**config.mk**
```make
export PLATFORM = sky130hd
export DESIGN_NAME = decimal_segment_display_encoder
export DESIGN_NICKNAME = d
export VERILOG_FILES = /design/src/rtl/core/dse_pkg.sv /design/src/rtl/core/decimal_segment_display_encoder.sv
export VERILOG_INCLUDE_DIRS = /design/src /design/src/rtl/core
export SDC_FILE = /design/constraint.sdc
export NUM_CORES = 2
export LEC_CHECK = 0
export ABC_AREA = 1
export BUFFER_PORTS_ARGS = -buffer_cell sky130_fd_sc_hd__clkbuf_2
export CAP_MARGIN = 10
export CORE_ASPECT_RATIO = 2
export CORE_MARGIN = 3
export CORE_UTILIZATION = 50
export DETAILED_ROUTE_END_ITERATION = 16
export PLACE_DENSITY = 0.65
export SLEW_MARGIN = 20
export SYNTH_ARGS = -nofsm -noshare
export SYNTH_HDL_FRONTEND = slang
export SYNTH_SLANG_ARGS = --single-unit
```
**constraint.sdc**
```tcl
create_clock -name aclk -period 7.8 [get_ports aclk]
set_clock_uncertainty 0.1 [all_clocks]
set_input_delay 0.39 -clock aclk [delete_from_list [all_inputs] [get_ports aclk]]
set_output_delay 0.39 -clock aclk [all_outputs]
set_load 0.1 [all_outputs]
```
**src/rtl/core/assert_macros.svh**
```systemverilog
// Assertion macros shared by the display encoder RTL.
// Clocked on aclk, disabled while aresetn is low.
`ifndef ASSERT_MACROS_SVH
`define ASSERT_MACROS_SVH

// Condition that must hold at every active clock edge.
`define DSE_ASSERT_ALWAYS(lbl, cond) \
    lbl: assert property (@(posedge aclk) disable iff (!aresetn) (cond)) \
        else $error("display encoder check failed");

// Non-overlapping implication from antecedent to consequent.
`define DSE_ASSERT_NEXT(lbl, ante, cons) \
    lbl: assert property (@(posedge aclk) disable iff (!aresetn) (ante) |=> (cons)) \
        else $error("display encoder check failed");

`endif

```
**src/rtl/core/dse_pkg.sv**
```systemverilog
// Package for the decimal seven-segment display encoder.
// Request codes, font and column tables, divide-by-ten constants.
// No dependencies.
package dse_pkg;

    localparam int DIGIT_COUNT   = 8;
    localparam int WORD_COUNT    = 8;
    localparam int ALL_REG_COUNT = 6;
    localparam int WORD_W        = 32;
    localparam int IDX_W         = $clog2(WORD_COUNT);
    localparam int DIG_W         = $clog2(DIGIT_COUNT);

    localparam logic [WORD_W-1:0] ALL_ON_WORD = 32'h007f_ffff;

    // floor(n / 10) == (n * RECIP10) >> RECIP_SHIFT for every 32-bit n
    localparam logic [31:0] RECIP10     = 32'hcccc_cccd;
    localparam int          RECIP_SHIFT = 35;

    typedef enum logic [1:0] {
        REQ_SHOW   = 2'd0,
        REQ_BIT    = 2'd1,
        REQ_ALL    = 2'd2,
        REQ_UNUSED = 2'd3
    } req_e_t;

    function automatic logic [6:0] seg_font(input logic [3:0] digit);
        logic [6:0] f;
        f = 7'h00;
        case (digit)
            4'd0: f = 7'h3f;
            4'd1: f = 7'h06;
            4'd2: f = 7'h5b;
            4'd3: f = 7'h4f;
            4'd4: f = 7'h66;
            4'd5: f = 7'h6d;
            4'd6: f = 7'h7d;
            4'd7: f = 7'h07;
            4'd8: f = 7'h7f;
            4'd9: f = 7'h6f;
            default: f = 7'h00;
        endcase
        return f;
    endfunction

    function automatic logic [4:0] col_p(input logic [DIG_W-1:0] k);
        logic [4:0] c;
        c = 5'd0;
        case (k)
            3'd0: c = 5'd10;
            3'd1: c = 5'd8;
            3'd2: c = 5'd6;
            3'd3: c = 5'd13;
            3'd4: c = 5'd15;
            3'd5: c = 5'd17;
            3'd6: c = 5'd19;
            3'd7: c = 5'd21;
            default: c = 5'd0;
        endcase
        return c;
    endfunction

    function automatic logic [4:0] col_q(input logic [DIG_W-1:0] k);
        logic [4:0] c;
        c = 5'd0;
        case (k)
            3'd0: c = 5'd9;
            3'd1: c = 5'd7;
            3'd2: c = 5'd5;
            3'd3: c = 5'd14;
            3'd4: c = 5'd16;
            3'd5: c = 5'd18;
            3'd6: c = 5'd20;
            3'd7: c = 5'd22;
            default: c = 5'd0;
        endcase
        return c;
    endfunction

endpackage

```
**src/rtl/core/decimal_segment_display_encoder.sv**
```systemverilog
// Decimal seven-segment display encoder: display word store, digit sequencer, write-out.
// Depends on dse_pkg and assert_macros.svh.
//
//   channel  | ports                                               | handshake
//   ---------+-----------------------------------------------------+------------------
//   request  | s_req_type s_number s_com_index s_seg_index s_bit_value | s_valid/s_ready
//   writes   | m_reg_index m_reg_data m_last                       | m_valid/m_ready
//
// Show number: accept, then per digit a multiply step and a remainder and
// placement step through one divide-by-ten unit, then 8 writes.
// Set bit: 8 writes after accept; all on/off: 6 writes. One request at a time.
// Writes leave through an output register; m_ready low holds the sequencer.
// Synchronous active-low reset clears the display words and control state.
module decimal_segment_display_encoder (
    input  logic        aclk,
    input  logic        aresetn,
    input  logic        s_valid,
    output logic        s_ready,
    input  logic [1:0]  s_req_type,
    input  logic [31:0] s_number,
    input  logic [3:0]  s_com_index,
    input  logic [5:0]  s_seg_index,
    input  logic        s_bit_value,
    output logic        m_valid,
    input  logic        m_ready,
    output logic [2:0]  m_reg_index,
    output logic [31:0] m_reg_data,
    output logic        m_last
);

`include "assert_macros.svh"

    typedef enum logic [1:0] {
        ST_IDLE,
        ST_MUL,
        ST_DIG,
        ST_EMIT
    } state_t;

    localparam logic [dse_pkg::IDX_W-1:0] LAST_STORE =
        dse_pkg::IDX_W'(dse_pkg::WORD_COUNT - 1);
    localparam logic [dse_pkg::IDX_W-1:0] LAST_ALL =
        dse_pkg::IDX_W'(dse_pkg::ALL_REG_COUNT - 1);
    localparam logic [dse_pkg::DIG_W-1:0] LAST_DIG =
        dse_pkg::DIG_W'(dse_pkg::DIGIT_COUNT - 1);

    state_t                          state_reg;
    logic [dse_pkg::WORD_W-1:0]      words_reg [dse_pkg::WORD_COUNT];
    logic [31:0]                     num_reg;
    logic [63:0]                     prod_reg;
    logic [dse_pkg::DIG_W-1:0]       dig_cnt_reg;
    logic [dse_pkg::IDX_W-1:0]       emit_cnt_reg;
    logic                            all_mode_reg;
    logic                            all_on_reg;
    logic                            m_valid_reg;
    logic [2:0]                      m_reg_index_reg;
    logic [31:0]                     m_reg_data_reg;
    logic                            m_last_reg;

    logic                            accept;
    logic                            bit_ok;
    logic [dse_pkg::IDX_W-1:0]       bit_word;
    logic [4:0]                      bit_pos;
    logic [31:0]                     quot;
    logic [31:0]                     rem_full;
    logic [6:0]                      font;
    logic [4:0]                      pos_p;
    logic [4:0]                      pos_q;
    logic                            load_out;
    logic [dse_pkg::IDX_W-1:0]       emit_end;

    assign s_ready     = (state_reg == ST_IDLE);
    assign accept      = s_valid && s_ready;
    assign m_valid     = m_valid_reg;
    assign m_reg_index = m_reg_index_reg;
    assign m_reg_data  = m_reg_data_reg;
    assign m_last      = m_last_reg;

    assign bit_ok   = (s_com_index != 4'd0) && (s_com_index <= 4'd8)
                   && (s_seg_index != 6'd0) && (s_seg_index <= 6'd32);
    assign bit_word = dse_pkg::IDX_W'(s_com_index - 4'd1);
    assign bit_pos  = 5'(s_seg_index - 6'd1);

    assign quot     = 32'(prod_reg >> dse_pkg::RECIP_SHIFT);
    assign rem_full = num_reg - ((quot << 3) + (quot << 1));
    assign font     = dse_pkg::seg_font(rem_full[3:0]);
    assign pos_p    = dse_pkg::col_p(dig_cnt_reg);
    assign pos_q    = dse_pkg::col_q(dig_cnt_reg);

    assign load_out = (state_reg == ST_EMIT) && (!m_valid_reg || m_ready);
    assign emit_end = all_mode_reg ? LAST_ALL : LAST_STORE;

    always_ff @(posedge aclk) begin
        if (!aresetn) begin
            state_reg       <= ST_IDLE;
            dig_cnt_reg     <= '0;
            emit_cnt_reg    <= '0;
            all_mode_reg    <= 1'b0;
            all_on_reg      <= 1'b0;
            m_valid_reg     <= 1'b0;
            m_reg_index_reg <= '0;
            m_reg_data_reg  <= '0;
            m_last_reg      <= 1'b0;
            num_reg         <= '0;
            prod_reg        <= '0;
            for (int i = 0; i < dse_pkg::WORD_COUNT; i++) begin
                words_reg[i] <= '0;
            end
        end else begin
            if (m_valid_reg && m_ready && !load_out) begin
                m_valid_reg <= 1'b0;
            end
            unique case (state_reg)
                ST_IDLE: begin
                    if (accept) begin
                        num_reg      <= s_number;
                        dig_cnt_reg  <= '0;
                        emit_cnt_reg <= '0;
                        all_on_reg   <= s_bit_value;
                        all_mode_reg <= 1'b0;
                        unique case (dse_pkg::req_e_t'(s_req_type))
                            dse_pkg::REQ_SHOW: state_reg <= ST_MUL;
                            dse_pkg::REQ_BIT: begin
                                if (bit_ok) begin
                                    words_reg[bit_word][bit_pos] <= s_bit_value;
                                end
                                state_reg <= ST_EMIT;
                            end
                            dse_pkg::REQ_ALL: begin
                                all_mode_reg <= 1'b1;
                                state_reg    <= ST_EMIT;
                            end
                            default: state_reg <= ST_IDLE;
                        endcase
                    end
                end
                ST_MUL: begin
                    prod_reg  <= 64'(num_reg) * 64'(dse_pkg::RECIP10);
                    state_reg <= ST_DIG;
                end
                ST_DIG: begin
                    words_reg[1][pos_p] <= font[0];
                    words_reg[2][pos_p] <= font[1];
                    words_reg[3][pos_p] <= font[2];
                    words_reg[4][pos_q] <= font[3];
                    words_reg[3][pos_q] <= font[4];
                    words_reg[1][pos_q] <= font[5];
                    words_reg[2][pos_q] <= font[6];
                    num_reg     <= quot;
                    dig_cnt_reg <= dig_cnt_reg + 1'b1;
                    state_reg   <= (dig_cnt_reg == LAST_DIG) ? ST_EMIT : ST_MUL;
                end
                ST_EMIT: begin
                    if (load_out) begin
                        m_valid_reg     <= 1'b1;
                        m_reg_index_reg <= 3'(emit_cnt_reg);
                        m_reg_data_reg  <= all_mode_reg
                                         ? (all_on_reg ? dse_pkg::ALL_ON_WORD : '0)
                                         : words_reg[emit_cnt_reg];
                        m_last_reg      <= (emit_cnt_reg == emit_end);
                        emit_cnt_reg    <= emit_cnt_reg + 1'b1;
                        if (emit_cnt_reg == emit_end) begin
                            state_reg <= ST_IDLE;
                        end
                    end
                end
                default: state_reg <= ST_IDLE;
            endcase
        end
    end

    `DSE_ASSERT_NEXT(a_busy_after_accept,
        accept && (s_req_type != dse_pkg::REQ_UNUSED), !s_ready)
    `DSE_ASSERT_NEXT(a_show_starts_digits,
        accept && (s_req_type == dse_pkg::REQ_SHOW),
        (state_reg == ST_MUL) && (dig_cnt_reg == '0))
    `DSE_ASSERT_ALWAYS(a_last_on_final_reg,
        !(m_valid && m_last) || (m_reg_index == 3'd7) || (m_reg_index == 3'd5))
    `DSE_ASSERT_ALWAYS(a_no_load_while_idle,
        (state_reg != ST_IDLE) || !load_out)

endmodule

```
==> summary.md <==
| Metric | Value |
|---|---|
| Commonest cells after routing, fill and taps aside | `952 x inv_1, 869 x nand2_1, 422 x nor2_1, 386 x fa_1, 367 x ha_1` |
| Top post-synthesis cells by area | `fa_1 19%, edfxtp_1 19%, ha_1 11%` |
| Post-Synth Simple-Gate Area | `19.89%` |
| Max reg flops | `256` |
| # rows | `146` |
| Bufs and invs on worst path | `5` |
| Commonest non-fill, non-tap cell in the layout | `inv_1` |
| First-pass GRT wire length | `241.9 mm` |
| Relative slew margins | `24.97%` |
| Setup violators final | `0` |
| Cells along the critical path | `ha_1 > buf_4 > ha_1 > inv_1 > fa_1 > inv_1 > fa_1 > fa_1 > fa_1 > fa_1 > ha_1 > ha_1 > nand2_1 > nor2_1 > inv_1 > nor2_1 > nand2_1 > nor3_1 > o21ai_0 > nand4_1 > nand3_1 > nand2_1 > inv_1` |
| Finished Layout Cells | `6093` |
| Final period utilization | `96.61%` |
| Yosys top cell area share | `19.23%` |
| Clock-pin slew on the worst setup and hold paths | `90 ps` |
| Routed via count | `35900` |
| Worst path arrival time | `7940 ps` |
| Fin util | `54.15%` |
| Fin. max-slew vios | `0` |
| Fmax | `132.7 MHz` |
| # clock sinks | `377` |
| Via density | `5.892` |
| Setup TNS | `0 ps` |
| DRC | `0` |
| Total GRT Usage | `40.57%` |
| H-tree levels | `2` |
| Critical Path End Type | `flip-flop` |
| Final wirelength | `168.0 mm` |
| RR Endpoint | `prod_reg[49]` |
| TritonCTS Buffers | `41` |
| Buffers added on ports | `86` |
| GPL Wtd Cong | `1.086` |
| Max cap viols | `0` |
| 1st-iter DRT viols | `2758` |
| Critical Path RT | `8210 ps` |
| I/O pin count | `87` |
| Synthesis-to-layout area growth | `7.110%` |
| Crit Path Category | `reg2reg` |
| DR pass1 iterations | `6` |
| Post-Place Cells | `6003` |
| Antenna violations before repair | `21` |
| Final HPWL DP | `128.3 mm` |
| Worst-Margin Slew | `1114 ps` |
| RSZ-0062 raised after global routing | `no` |
| Largest family of logic cells by synthesized area | `adder cells` |
| Cell area after synthesis | `40170 µm²` |
| Setup WS post-layout | `264.7 ps` |
| Die X | `206.4 µm` |
| Yosys cell types | `48` |
| Synth Instances | `5028` |
| Flop-to-flop setup slack | `260 ps` |
| Hold worst-path end | `num_reg[25]` |
| Share of layout cells above drive strength 1 | `7.133%` |
| Hold_sp | `s_number[25]` |
| Post-synthesis mux area share | `0.9219%` |
| R2R Path Start | `num_reg[21]` |
| Status | `complete, no violations` |
| Root Driver | `clkbuf_16` |
| Clock tree buffer depth | `3` |
| Cell mode on critical path | `fa_1` |
| Worst Hold Class | `in2reg` |
| XOR/XNOR share of the synthesized area | `1.155%` |
| Crit Path Max Fanout | `6` |
| Fin. Hold Viols | `0` |
| Worst hold path cell count | `5` |
| Register-to-Register Path Depth | `23` |
| Final ANT Viol Nets | `0` |
| Initial Utilization | `50.56%` |
| Biggest area consumer among synthesized cells | `fa_1` |
| Compound-Gate Fraction of Synth Area | `10.71%` |
| Final #Nets | `5816` |
| Min cycle time layout | `7535 ps` |
| Crit-path max cell delay | `930 ps` |
| Vias in the first global route | `37250` |
| Synth warn | `0` |
| Largest net degree at the start of global routing | `114` |
| Slowest CP cell | `fa_1` |
| Adder-Cell Fraction of Synth Area | `30.66%` |
| CTS tree | `done` |
| Post-synthesis sequential area ratio | `25.16%` |
| Syn avg cell area | `7.990 µm²` |
| Average wire per standard cell | `27.57 µm` |
| Post-CTS setup buffer count | `0` |
| Grt ovf | `0` |
| Core Box Area | `79460 µm²` |
| Chip height | `406.9 µm` |
| Flip-flop and latch count after synthesis | `377` |
| Startpoint type of the worst setup path | `flip-flop` |
| Pre-CTS setup slack | `675.5 ps` |
| Syn_nets | `5830` |
| Top delay family on crit path | `adder cells` |
| Clock insertion delay at the later pin of the skew report | `650 ps` |
| Die area | `83990 µm²` |
## worst max path at each step
stage          cells past startpoint           end        start  slack [ps]
3_3_place_gp                      26  prod_reg[49]  num_reg[18]         600
2_1_floorplan                     29  prod_reg[58]  num_reg[18]        1880
6_report                          23  prod_reg[49]  num_reg[21]         260
3_5_place_dp                      22  prod_reg[49]   num_reg[2]         680
5_1_grt                           22  prod_reg[49]  num_reg[21]         120
4_1_cts                           22  prod_reg[56]  num_reg[21]         620
## cell type report
type	instances	area (µm²)
clock buffers	50	1081
fillers	7794	36430
inverters	993	3737
well taps	1036	1296
diodes	10	25.02
multi-input cells	3439	25500
flip-flops and latches	377	10120
clock inverters	26	250.2
repair buffers	162	1027
## worst reg2reg max path: stages, from the launching register on
cell	delay, ps
dfxtp_1	770
ha_1	480
buf_4	280
ha_1	320
inv_1	60
fa_1	500
inv_1	50
fa_1	930
fa_1	570
fa_1	530
fa_1	430
ha_1	290
ha_1	380
nand2_1	130
nor2_1	160
inv_1	140
nor2_1	290
nand2_1	230
nor3_1	240
o21ai_0	190
nand4_1	130
nand3_1	90
nand2_1	80
inv_1	40
## timing repair
| action | CTS | global route |
|---|---|---|
| endpoints found under the hold margin | 3 | 0 |
| gates resized for setup | 0 | 0 |
| hold buffers | 3 | 0 |
## synth_stat cells (all sizes together)
cell and number:
inv 990, nand2 874, nor2 458, o21ai 417
fa 386, ha 367, nand3 276, edfxtp 256
nor3 186, clkbuf 181, a21oi 148, dfxtp 121
buf 38, o211ai 38, xor2 38, mux2i 37
o221ai 37, o22ai 33, o32ai 27, a31oi 23
nand4 23, o21bai 15, xnor2 15, a211oi 10
nor4 7, or2 7, a21o 6, a21boi 3
clkinv 3, nand3b 3, and3 2, a22oi 1
a31o 1, o21a 1
## through the flow
step	hold WS [ps]	area (µm²)
floorplan	383.6	40170
global placement	354.9	41640
detailed placement	354.9	41640
CTS	13.45	43000
global route	86.84	43010
finish	23.27	43030
## layer usage
layer | vias to the layer above | GRT usage [%] | share of wire [%]
li1 | 16180 | - | -
met1 | 17170 | 36.12 | 29
met2 | 1685 | 70.31 | 50
met3 | 848 | 10.95 | 7.9
met4 | 20 | 42.08 | 14
met5 | - | 0 | 0.078
## cells by family (layout without fill, tap and decap cells)
group / count (synthesis) / in the layout
adder cells (fa/ha/maj): 753 / 753
multiplexers: 37 / 37
XOR/XNOR: 53 / 53
flip-flops: 377 / 377
AND/OR/NAND/NOR: 1836 / 1836
AO/OA/AOI/OAI: 760 / 760
other: 0 / 10
buffers and inverters: 1212 / 1231
Power is not shown: default switching activity piles up to over one toggle a cycle in this logic, so the estimate is an artifact.
